**config.mk**
```make
export PLATFORM = sky130hd
export DESIGN_NAME = packed_uint_dequantizer
export DESIGN_NICKNAME = d
export VERILOG_FILES = /design/src/pud_pkg.sv /design/src/pud_fma.sv /design/src/packed_uint_dequantizer.sv
export SDC_FILE = /design/constraint.sdc
export NUM_CORES = 2
export LEC_CHECK = 0
export ABC_AREA = 1
export BUFFER_PORTS_ARGS = -buffer_cell sky130_fd_sc_hd__buf_4
export CAP_MARGIN = 5
export CORE_UTILIZATION = 55
export CTS_CLUSTER_SIZE = 8
export DETAILED_ROUTE_END_ITERATION = 12
export GPL_TIMING_DRIVEN = 1
export PLACE_DENSITY = 0.71
export SLEW_MARGIN = 5
export SYNTH_ARGS = -nofsm -noshare
export SYNTH_HDL_FRONTEND = slang
export SYNTH_SLANG_ARGS = --single-unit
export TNS_END_PERCENT = 30
```
**constraint.sdc**
```tcl
create_clock -name aclk -period 61 [get_ports aclk]
set_input_delay 3.05 -clock aclk [delete_from_list [all_inputs] [get_ports aclk]]
set_output_delay 3.05 -clock aclk [all_outputs]
set_load 0.005 [all_outputs]
```
**src/pud_pkg.sv**
```systemverilog
// Shared types, constants and helpers for the packed code dequantizer.
package pud_pkg;

    localparam int GROUP_CODES = 8;
    localparam int IDX_W       = 3;
    localparam int CNT_W       = 4;
    localparam int DEPTH_W     = 4;
    localparam int CODE_W      = 8;
    localparam int FP_W        = 32;
    localparam int MANT_W      = 64;
    localparam int EXP_W       = 12;

    localparam logic [DEPTH_W-1:0] DEPTH_MIN = 4'd4;
    localparam logic [DEPTH_W-1:0] DEPTH_MAX = 4'd8;
    localparam logic [CNT_W-1:0]   CNT_MAX   = 4'd8;

    localparam logic [FP_W-1:0] DEFAULT_NAN = 32'h7FC0_0000;
    localparam logic [FP_W-1:0] QUIET_BIT   = 32'h0040_0000;
    localparam logic [FP_W-1:0] INF_BITS    = 32'h7F80_0000;

    typedef enum logic [1:0] {
        REG_DEPTH  = 2'd0,
        REG_SCALE  = 2'd1,
        REG_OFFSET = 2'd2
    } cfg_reg_t;

    // One code handed from the group register to the arithmetic pipeline
    typedef struct packed {
        logic              valid;
        logic              last;
        logic [CODE_W-1:0] code;
    } pud_issue_t;

    // Index of the highest set bit, 0 for a zero word
    function automatic logic [6:0] top_bit64(input logic [MANT_W-1:0] v);
        logic [6:0] n;
        n = '0;
        for (int i = 0; i < MANT_W; i++) begin
            if (v[i]) n = 7'(i);
        end
        return n;
    endfunction

    function automatic logic is_nan(input logic [FP_W-1:0] b);
        return (b[30:23] == 8'hFF) && (b[22:0] != '0);
    endfunction

    function automatic logic is_inf(input logic [FP_W-1:0] b);
        return (b[30:23] == 8'hFF) && (b[22:0] == '0);
    endfunction

endpackage

```
**src/pud_fma.sv**
```systemverilog
// Six-stage fused float32 multiply-add of scale by a code plus offset.
module pud_fma (
    input  logic                     aclk,
    input  logic                     aresetn,
    input  logic                     en,
    input  pud_pkg::pud_issue_t      issue,
    input  logic [pud_pkg::FP_W-1:0] scale_bits,
    input  logic [pud_pkg::FP_W-1:0] offset_bits,
    output logic                     out_valid,
    output logic [pud_pkg::FP_W-1:0] out_value,
    output logic                     out_last
);
    import pud_pkg::*;

    // decode of configuration (user keeps it stable while items in flight)
    logic              sa, sb;
    logic [23:0]       mant_a, mant_b;
    logic signed [EXP_W-1:0] exp_a, exp_b;

    assign sa     = scale_bits[31];
    assign sb     = offset_bits[31];
    assign mant_a = (scale_bits[30:23] == '0) ? {1'b0, scale_bits[22:0]}
                                              : {1'b1, scale_bits[22:0]};
    assign mant_b = (offset_bits[30:23] == '0) ? {1'b0, offset_bits[22:0]}
                                               : {1'b1, offset_bits[22:0]};
    assign exp_a  = (scale_bits[30:23] == '0) ? -EXP_W'(149)
                  : $signed({4'd0, scale_bits[30:23]}) - EXP_W'(150);
    assign exp_b  = (offset_bits[30:23] == '0) ? -EXP_W'(149)
                  : $signed({4'd0, offset_bits[30:23]}) - EXP_W'(150);

    // stage 1: product and NaN/infinity results
    logic            fix1;
    logic [FP_W-1:0] fix1_val;

    always_comb begin
        fix1     = 1'b1;
        fix1_val = '0;
        if (is_nan(offset_bits) && !offset_bits[22]) begin
            fix1_val = offset_bits | QUIET_BIT;
        end else if (is_nan(scale_bits) && !scale_bits[22]) begin
            fix1_val = scale_bits | QUIET_BIT;
        end else if (is_nan(offset_bits)) begin
            fix1_val = (is_inf(scale_bits) && issue.code == '0) ? DEFAULT_NAN : offset_bits;
        end else if (is_nan(scale_bits)) begin
            fix1_val = scale_bits;
        end else if (is_inf(scale_bits)) begin
            if (issue.code == '0) begin
                fix1_val = DEFAULT_NAN;
            end else if (is_inf(offset_bits) && sa != sb) begin
                fix1_val = DEFAULT_NAN;
            end else begin
                fix1_val = {sa, 31'd0} | INF_BITS;
            end
        end else if (is_inf(offset_bits)) begin
            fix1_val = offset_bits;
        end else begin
            fix1 = 1'b0;
        end
    end

    logic              v1_reg, last1_reg, fix1_reg;
    logic [FP_W-1:0]   fixv1_reg;
    logic [31:0]       prod1_reg;

    // stage 2: normalize both operands to bit 62
    logic              za2, zb2, fix2;
    logic [FP_W-1:0]   fix2_val;
    logic [6:0]        ta2, tb2;
    logic [MANT_W-1:0] ma2, mb2;
    logic signed [EXP_W-1:0] ea2, eb2;

    always_comb begin
        za2 = (prod1_reg == '0);
        zb2 = (mant_b == '0);
        ta2 = top_bit64({32'd0, prod1_reg});
        tb2 = top_bit64({40'd0, mant_b});
        ma2 = {32'd0, prod1_reg} << (7'd62 - ta2);
        mb2 = {40'd0, mant_b} << (7'd62 - tb2);
        ea2 = exp_a - $signed({5'd0, 7'd62 - ta2});
        eb2 = exp_b - $signed({5'd0, 7'd62 - tb2});
        fix2     = fix1_reg;
        fix2_val = fixv1_reg;
        if (!fix1_reg && za2 && zb2) begin
            fix2     = 1'b1;
            fix2_val = (sa && sb) ? 32'h8000_0000 : 32'h0;
        end
    end

    logic              v2_reg, last2_reg, fix2_reg, za2_reg, zb2_reg;
    logic [FP_W-1:0]   fixv2_reg;
    logic [MANT_W-1:0] ma2_reg, mb2_reg;
    logic signed [EXP_W-1:0] ea2_reg, eb2_reg;

    // stage 3: order by exponent, align the smaller operand with sticky
    logic              swap3, sbig3, ssml3, zsml3;
    logic [MANT_W-1:0] mbig3, msml3, mal3, lost3;
    logic signed [EXP_W-1:0] ebig3, esml3, d3;

    always_comb begin
        swap3 = za2_reg || (!zb2_reg && (eb2_reg > ea2_reg));
        mbig3 = swap3 ? mb2_reg : ma2_reg;
        msml3 = swap3 ? ma2_reg : mb2_reg;
        ebig3 = swap3 ? eb2_reg : ea2_reg;
        esml3 = swap3 ? ea2_reg : eb2_reg;
        sbig3 = swap3 ? sb : sa;
        ssml3 = swap3 ? sa : sb;
        zsml3 = swap3 ? za2_reg : zb2_reg;
        d3    = ebig3 - esml3;
        lost3 = '0;
        if (zsml3) begin
            mal3 = '0;
        end else if (d3 >= EXP_W'(64)) begin
            mal3 = 64'd1;
        end else begin
            lost3 = msml3 & ((64'd1 << d3[5:0]) - 64'd1);
            mal3  = (msml3 >> d3[5:0]) | {63'd0, lost3 != '0};
        end
    end

    logic              v3_reg, last3_reg, fix3_reg, sbig3_reg, ssml3_reg;
    logic [FP_W-1:0]   fixv3_reg;
    logic [MANT_W-1:0] mbig3_reg, mal3_reg;
    logic signed [EXP_W-1:0] e3_reg;

    // stage 4: add or subtract magnitudes
    logic              fix4, s4;
    logic [FP_W-1:0]   fix4_val;
    logic [MANT_W-1:0] m4;

    always_comb begin
        fix4     = fix3_reg;
        fix4_val = fixv3_reg;
        s4       = sbig3_reg;
        if (sbig3_reg == ssml3_reg) begin
            m4 = mbig3_reg + mal3_reg;
        end else if (mbig3_reg == mal3_reg) begin
            m4 = '0;
            if (!fix3_reg) begin
                fix4     = 1'b1;
                fix4_val = '0;
            end
        end else if (mbig3_reg > mal3_reg) begin
            m4 = mbig3_reg - mal3_reg;
        end else begin
            m4 = mal3_reg - mbig3_reg;
            s4 = ssml3_reg;
        end
    end

    logic              v4_reg, last4_reg, fix4_reg, s4_reg;
    logic [FP_W-1:0]   fixv4_reg;
    logic [MANT_W-1:0] m4_reg;
    logic signed [EXP_W-1:0] e4_reg;

    // stage 5: rounding shift, limited at the subnormal floor
    logic signed [EXP_W-1:0] sh5;

    always_comb begin
        sh5 = $signed({5'd0, top_bit64(m4_reg)}) - EXP_W'(23);
        if (e4_reg + sh5 < -EXP_W'(149)) sh5 = -EXP_W'(149) - e4_reg;
    end

    logic              v5_reg, last5_reg, fix5_reg, s5_reg;
    logic [FP_W-1:0]   fixv5_reg;
    logic [MANT_W-1:0] m5_reg;
    logic signed [EXP_W-1:0] e5_reg, sh5_reg;

    // stage 6: round to nearest even and pack
    logic [MANT_W-1:0] q6w, low6;
    logic [24:0]       q6;
    logic              guard6, sticky6;
    logic signed [EXP_W-1:0] el6, ef6;
    logic [FP_W-1:0]   val6;

    always_comb begin
        guard6  = 1'b0;
        sticky6 = 1'b0;
        low6    = '0;
        if (sh5_reg <= 0) begin
            q6w = m5_reg << 6'(-sh5_reg);
        end else begin
            q6w     = m5_reg >> sh5_reg[5:0];
            guard6  = m5_reg[6'(sh5_reg - EXP_W'(1))];
            low6    = m5_reg & ((64'd1 << 6'(sh5_reg - EXP_W'(1))) - 64'd1);
            sticky6 = (low6 != '0);
        end
        q6  = q6w[24:0] + {24'd0, guard6 && (sticky6 || q6w[0])};
        el6 = e5_reg + sh5_reg;
        if (q6[24]) begin
            q6  = q6 >> 1;
            el6 = el6 + EXP_W'(1);
        end
        ef6 = el6 + EXP_W'(149);
        if (q6[23] && (el6 + EXP_W'(150) >= EXP_W'(255))) begin
            val6 = {s5_reg, 31'd0} | INF_BITS;
        end else begin
            val6 = {s5_reg, 31'd0} | ((32'(ef6) << 23) + {8'd0, q6[23:0]});
        end
        if (fix5_reg) val6 = fixv5_reg;
    end

    logic            out_valid_reg, out_last_reg;
    logic [FP_W-1:0] out_value_reg;

    always_ff @(posedge aclk) begin
        if (!aresetn) begin
            v1_reg <= 1'b0;
            v2_reg <= 1'b0;
            v3_reg <= 1'b0;
            v4_reg <= 1'b0;
            v5_reg <= 1'b0;
            out_valid_reg <= 1'b0;
        end else if (en) begin
            v1_reg <= issue.valid;
            v2_reg <= v1_reg;
            v3_reg <= v2_reg;
            v4_reg <= v3_reg;
            v5_reg <= v4_reg;
            out_valid_reg <= v5_reg;
        end
    end

    always_ff @(posedge aclk) begin
        if (en) begin
            last1_reg <= issue.last;
            fix1_reg  <= fix1;
            fixv1_reg <= fix1_val;
            prod1_reg <= {8'd0, mant_a} * {24'd0, issue.code};

            last2_reg <= last1_reg;
            fix2_reg  <= fix2;
            fixv2_reg <= fix2_val;
            za2_reg   <= za2;
            zb2_reg   <= zb2;
            ma2_reg   <= ma2;
            mb2_reg   <= mb2;
            ea2_reg   <= ea2;
            eb2_reg   <= eb2;

            last3_reg <= last2_reg;
            fix3_reg  <= fix2_reg;
            fixv3_reg <= fixv2_reg;
            sbig3_reg <= sbig3;
            ssml3_reg <= ssml3;
            mbig3_reg <= mbig3;
            mal3_reg  <= mal3;
            e3_reg    <= ebig3;

            last4_reg <= last3_reg;
            fix4_reg  <= fix4;
            fixv4_reg <= fix4_val;
            s4_reg    <= s4;
            m4_reg    <= m4;
            e4_reg    <= e3_reg;

            last5_reg <= last4_reg;
            fix5_reg  <= fix4_reg;
            fixv5_reg <= fixv4_reg;
            s5_reg    <= s4_reg;
            m5_reg    <= m4_reg;
            e5_reg    <= e4_reg;
            sh5_reg   <= sh5;

            out_last_reg  <= last5_reg;
            out_value_reg <= val6;
        end
    end

    assign out_valid = out_valid_reg;
    assign out_value = out_value_reg;
    assign out_last  = out_last_reg;

endmodule

```
**src/packed_uint_dequantizer.sv**
```systemverilog
// Code j of a group is presented after the group register, then six FMA register stages ending in
// the output register; codes issue in index order and the whole path holds while the output stalls.
// Throughput: one result per cycle while the output is not stalled; a group occupies the group register
// until its last code issues, and the next group is taken as that last code issues.
// Groups with a count of zero are taken and yield nothing.
// Reset (aresetn low, synchronous) empties the group register and every pipeline valid bit
// and loads depth 8, scale 1.0 and offset +0.0.
module packed_uint_dequantizer (
    input  logic                        aclk,
    input  logic                        aresetn,
    input  logic                        cfg_valid,
    output logic                        cfg_ready,
    input  logic [1:0]                  cfg_index,
    input  logic [31:0]                 cfg_data,
    input  logic                        s_valid,
    output logic                        s_ready,
    input  logic [63:0]                 s_packed_group,
    input  logic [pud_pkg::CNT_W-1:0]   s_valid_count,
    output logic                        m_valid,
    input  logic                        m_ready,
    output logic [pud_pkg::FP_W-1:0]    m_value_bits,
    output logic                        m_last_of_group
);
    import pud_pkg::*;

    logic [DEPTH_W-1:0] depth_reg;
    logic [FP_W-1:0]    scale_reg, offset_reg;

    assign cfg_ready = 1'b1;

    always_ff @(posedge aclk) begin
        if (!aresetn) begin
            depth_reg  <= DEPTH_MAX;
            scale_reg  <= 32'h3F80_0000;
            offset_reg <= '0;
        end else if (cfg_valid) begin
            case (cfg_reg_t'(cfg_index))
                REG_DEPTH:  depth_reg  <= cfg_data[DEPTH_W-1:0];
                REG_SCALE:  scale_reg  <= cfg_data;
                REG_OFFSET: offset_reg <= cfg_data;
                default: ;
            endcase
        end
    end

    logic               en;
    logic               g_valid_reg, g_valid_next;
    logic [63:0]        g_packed_reg, g_packed_next;
    logic [CNT_W-1:0]   g_cnt_reg, g_cnt_next, cnt_in;
    logic [IDX_W-1:0]   g_idx_reg, g_idx_next, last_idx;
    logic               last_issue, accept;
    logic [DEPTH_W-1:0] dq;
    logic [5:0]         amt;
    logic [CODE_W-1:0]  mask;
    pud_issue_t         issue;

    // the whole pipeline holds while a result waits at the output
    assign en         = !m_valid || m_ready;
    assign last_idx   = IDX_W'(g_cnt_reg - CNT_W'(1));
    assign last_issue = (g_idx_reg == last_idx);
    assign s_ready    = !g_valid_reg || (en && last_issue);
    assign accept     = s_valid && s_ready;
    assign cnt_in     = (s_valid_count > CNT_MAX) ? CNT_MAX : s_valid_count;

    always_comb begin
        dq = depth_reg;
        if (depth_reg < DEPTH_MIN) dq = DEPTH_MIN;
        if (depth_reg > DEPTH_MAX) dq = DEPTH_MAX;
        amt  = {3'd0, g_idx_reg} * {2'd0, dq};
        mask = CODE_W'((9'd1 << dq) - 9'd1);
        issue.valid = g_valid_reg;
        issue.last  = last_issue;
        issue.code  = CODE_W'(g_packed_reg >> amt) & mask;
    end

    always_comb begin
        g_valid_next  = g_valid_reg;
        g_packed_next = g_packed_reg;
        g_cnt_next    = g_cnt_reg;
        g_idx_next    = g_idx_reg;
        if (accept) begin
            g_valid_next  = (cnt_in != '0);
            g_packed_next = s_packed_group;
            g_cnt_next    = cnt_in;
            g_idx_next    = '0;
        end else if (g_valid_reg && en) begin
            if (last_issue) begin
                g_valid_next = 1'b0;
            end else begin
                g_idx_next = g_idx_reg + IDX_W'(1);
            end
        end
    end

    always_ff @(posedge aclk) begin
        if (!aresetn) begin
            g_valid_reg <= 1'b0;
            g_cnt_reg   <= '0;
            g_idx_reg   <= '0;
        end else begin
            g_valid_reg <= g_valid_next;
            g_cnt_reg   <= g_cnt_next;
            g_idx_reg   <= g_idx_next;
        end
    end

    always_ff @(posedge aclk) begin
        g_packed_reg <= g_packed_next;
    end

    pud_fma u_fma (
        .aclk       (aclk),
        .aresetn    (aresetn),
        .en         (en),
        .issue      (issue),
        .scale_bits (scale_reg),
        .offset_bits(offset_reg),
        .out_valid  (m_valid),
        .out_value  (m_value_bits),
        .out_last   (m_last_of_group)
    );

    a_idx_in_group: assert property (@(posedge aclk) disable iff (!aresetn)
        g_valid_reg |-> ({1'b0, g_idx_reg} < g_cnt_reg))
        else $error("code index past group count");

    a_group_nonempty: assert property (@(posedge aclk) disable iff (!aresetn)
        g_valid_reg |-> (g_cnt_reg != '0))
        else $error("empty group held for issue");

    a_stall_holds_issue: assert property (@(posedge aclk) disable iff (!aresetn)
        (m_valid && !m_ready && g_valid_reg) |=> (g_valid_reg && $stable(g_idx_reg)))
        else $error("issue advanced during output stall");

endmodule

```
==> summary.txt <==
Route
  – Pre-antenna DRT Iters: 7
  – Routed vias/inst: 5.874
  – Antenna viol nets, final: 0
  – Final wirelength: 240900 um
  – DRC Markers: 0
  – Initial DRC Count: ~7500
  – Routed via count: between 60000 and 70000
  – Wire per inst: 21.07 um

Floorplan
  – Initial Utilization: 55.64%
  – Boundary Pins: 143
  – Vert. Die Dim: 361.6 um
  – Area of the core: between 100000 and 150000 um2
  – Num rows: 131
  – DIE AREA: ~130000 um2
  – Die width: between 300 and 400 um

Timing
  – Worst Tran Pin Value: 1363 ps
  – Setup repair after global routing missed its margin: no
  – Worst relative slew slack: 8.168%
  – Final worst path period need: 11040 ps
  – Total Neg Setup Slack: 0 ps
  – Max Slew Vio Count: 0
  – Peak Freq: 0.09058 GHz
  – Period utilisation layout: 18.10%
  – Finish-stage setup viols: 0
  – Hold Violations, Final: 0
  – Clock skew after layout: between 100 and 150 ps

Global route
  – GR Util All Layers: between 30 and 40%
  – Initial antenna violation count: 4
  – First-pass GRT wire length: about 360000 um
  – Vias in the first global route: about 63000
  – Largest net degree at the start of global routing: roughly 190
  – GRT Residual Overflow: 0

Cells and area
  – Area Growth Syn to Fin: 7.398%
  – Filler cell count in the final layout: 11930
  – Area of the multi-input gates: 39240 um2
  – Share of cells above drive strength 1: about 5.5%
  – Most common cell after layout, fill and taps aside: nand2_1
  – Sequential Area: 24470 um2
  – Most frequent cells in the layout: nand2_1, inv_1, o21ai_0, nor2_1, edfxtp_1
  – Layout Nets: 10300

Hold path
  – Hold Path Class: reg -> reg
  – Min-Delay Startpoint: u_fma.m4_reg[0]

Synthesis
  – Mapped Avg Cell Area: 7.237 um2
  – Mapped Area: 71130 um2
  – Syn. warnings: 0
  – Top_reg_cell synth: edfxtp_1
  – FF+latch count, synth: 842
  – Post-synth EDFFs: between 700 and 800
  – Ys async rst share: 0%
  – Netlist cell types: 91
  – Synth Instances: 9829
  – Sequential area share after synthesis: around 34%

Critical path
  – CP Max Fanout: 41
  – Required time of the critical path: 61530 ps
  – Most frequent CP cell: nand2_1
  – Startpoint Class: flip-flop
  – Crit-path slowest cell: inv_1
  – CP Class: reg -> reg
  – Worst reg2reg path startpoint: depth_reg[3]
  – Critical Path AT: 11570 ps
  – CP endpoint kind: flip-flop
  – Crit. Startpoint: depth_reg[3]
  – CP peak stage delay: around 700 ps

Outcome
  – Run status: completed

Placement
  – IO Port Bufs: approximately 140
  – Gpl congestion: slightly above 1
  – DP HPWL: between 150000 and 200000 um

Flow run
  – Max-cap violations: 0

Clocking
  – Worst-path clk slew: 60 ps
  – CTS HTree Levels: 3
  – Clk sinks: 842
  – Clk buf depth: 3
  – Resized cells post-CTS: 0
  – # hold bufs at CTS: 0
  – CTS Buf Count: 118
  – Worst skew pair latency: 790 ps
  – Root Buffer: clkbuf_16
  – CTS tree: yes
  – Postcts setup bufs: 0
## worst max-delay path, delay by kind of cell (launching register included)
family	cells	cell delay [ps]
compound gates	13	2660
buf+inv	7	1830
flops	1	490
fa+ha+maj	8	3510
simple gates	17	2150
xor+xnor	1	130
## routing by layer
metal / routed length, um / global-route usage [%] / vias up
met5: 13 / 0 / -
met4: 14220 / 18.81 / 2
met3: 17940 / 4.839 / 609
met2: 111000 / 59.35 / 2964
met1: 97820 / 46.11 / 31230
li1: - / - / 32380
## final cells by class
| class | instances | share of cell area [%] |
|---|---|---|
| Multi-Input combinational cell | 7051 | 51.36 |
| Sequential cell | 842 | 32.04 |
| Inverter | 1507 | 7.418 |
| Clock buffer | 152 | 4.112 |
| Tap cell | 1662 | 2.722 |
| Timing Repair Buffer | 210 | 2.080 |
| Clock inverter | 11 | 0.2686 |
| Antenna cell | 2 | 0.006551 |
## synth_stat cells, types with 13 or more instances
cell | count | area share (%)
a21oi_1 | 660 | 4.6
buf_1 | 49 | 0.26
buf_6 | 14 | 0.22
buf_2 | 37 | 0.26
buf_4 | 21 | 0.22
o21ai_1 | 51 | 0.36
nand3_1 | 309 | 2.2
o21ai_0 | 1166 | 8.2
o21bai_1 | 20 | 0.21
a211oi_1 | 51 | 0.54
nor2_2 | 18 | 0.16
a221oi_1 | 18 | 0.22
inv_1 | 1452 | 7.7
a32o_1 | 24 | 0.34
mux2i_1 | 56 | 0.79
dfxtp_1 | 81 | 2.3
o31ai_1 | 13 | 0.14
edfxtp_1 | 761 | 32
a31oi_1 | 100 | 0.88
nor4_1 | 42 | 0.37
a22oi_1 | 34 | 0.36
o21a_1 | 32 | 0.34
or2_2 | 35 | 0.31
clkbuf_1 | 352 | 1.9
nand2_2 | 21 | 0.18
o311ai_0 | 13 | 0.16
xor2_1 | 161 | 2.0
ha_1 | 318 | 5.6
nor3_1 | 105 | 0.74
o22ai_1 | 82 | 0.72
o221ai_1 | 49 | 0.60
o211ai_1 | 81 | 0.85
nand2_1 | 2084 | 11
xnor2_1 | 49 | 0.60
nor2_1 | 1047 | 5.5
nand4_1 | 63 | 0.55
fa_1 | 142 | 4.0
inv_2 | 43 | 0.23
## stage by stage
stage / hold WS (ps) / instances / cell area [um2] / utilization, % / worst slack [ps]
floorplan: 400.3 / 9873 / 71300 / - / 39460
finish: 409.3 / 11440 / 76400 / 59.76 / 49960
detailed placement: 404.5 / 11270 / 73040 / 57.13 / 50150
global route: 417.7 / 11440 / 76400 / 59.76 / 49140
global placement: 400.2 / 11270 / 73040 / 57.13 / 50110
CTS: 410.1 / 11440 / 76390 / 59.75 / 50080
## logic make-up (layout without fill, tap and decap cells)
group	after synthesis	in the layout	share of synthesized area [%]
compound gates	2495	2495	19.88
xor+xnor	219	219	2.839
fa+ha+maj	460	460	9.590
buf+inv	1980	1880	10.78
flops	842	842	34.41
mux	57	57	0.8038
other cells	2	48	0.01056
simple gates	3774	3774	21.69
## path summary, 6_finish.rpt
check	cells after the start	slack (ps)	to
min	0	410	u_fma.m5_reg[0]
min reg2reg	0	410	u_fma.m5_reg[0]
max	46	49960	u_fma.prod1_reg[31]
max reg2reg	46	49960	u_fma.prod1_reg[31]
Power is not shown: default switching activity piles up to over one toggle a cycle in this logic, so the estimate is an artifact.
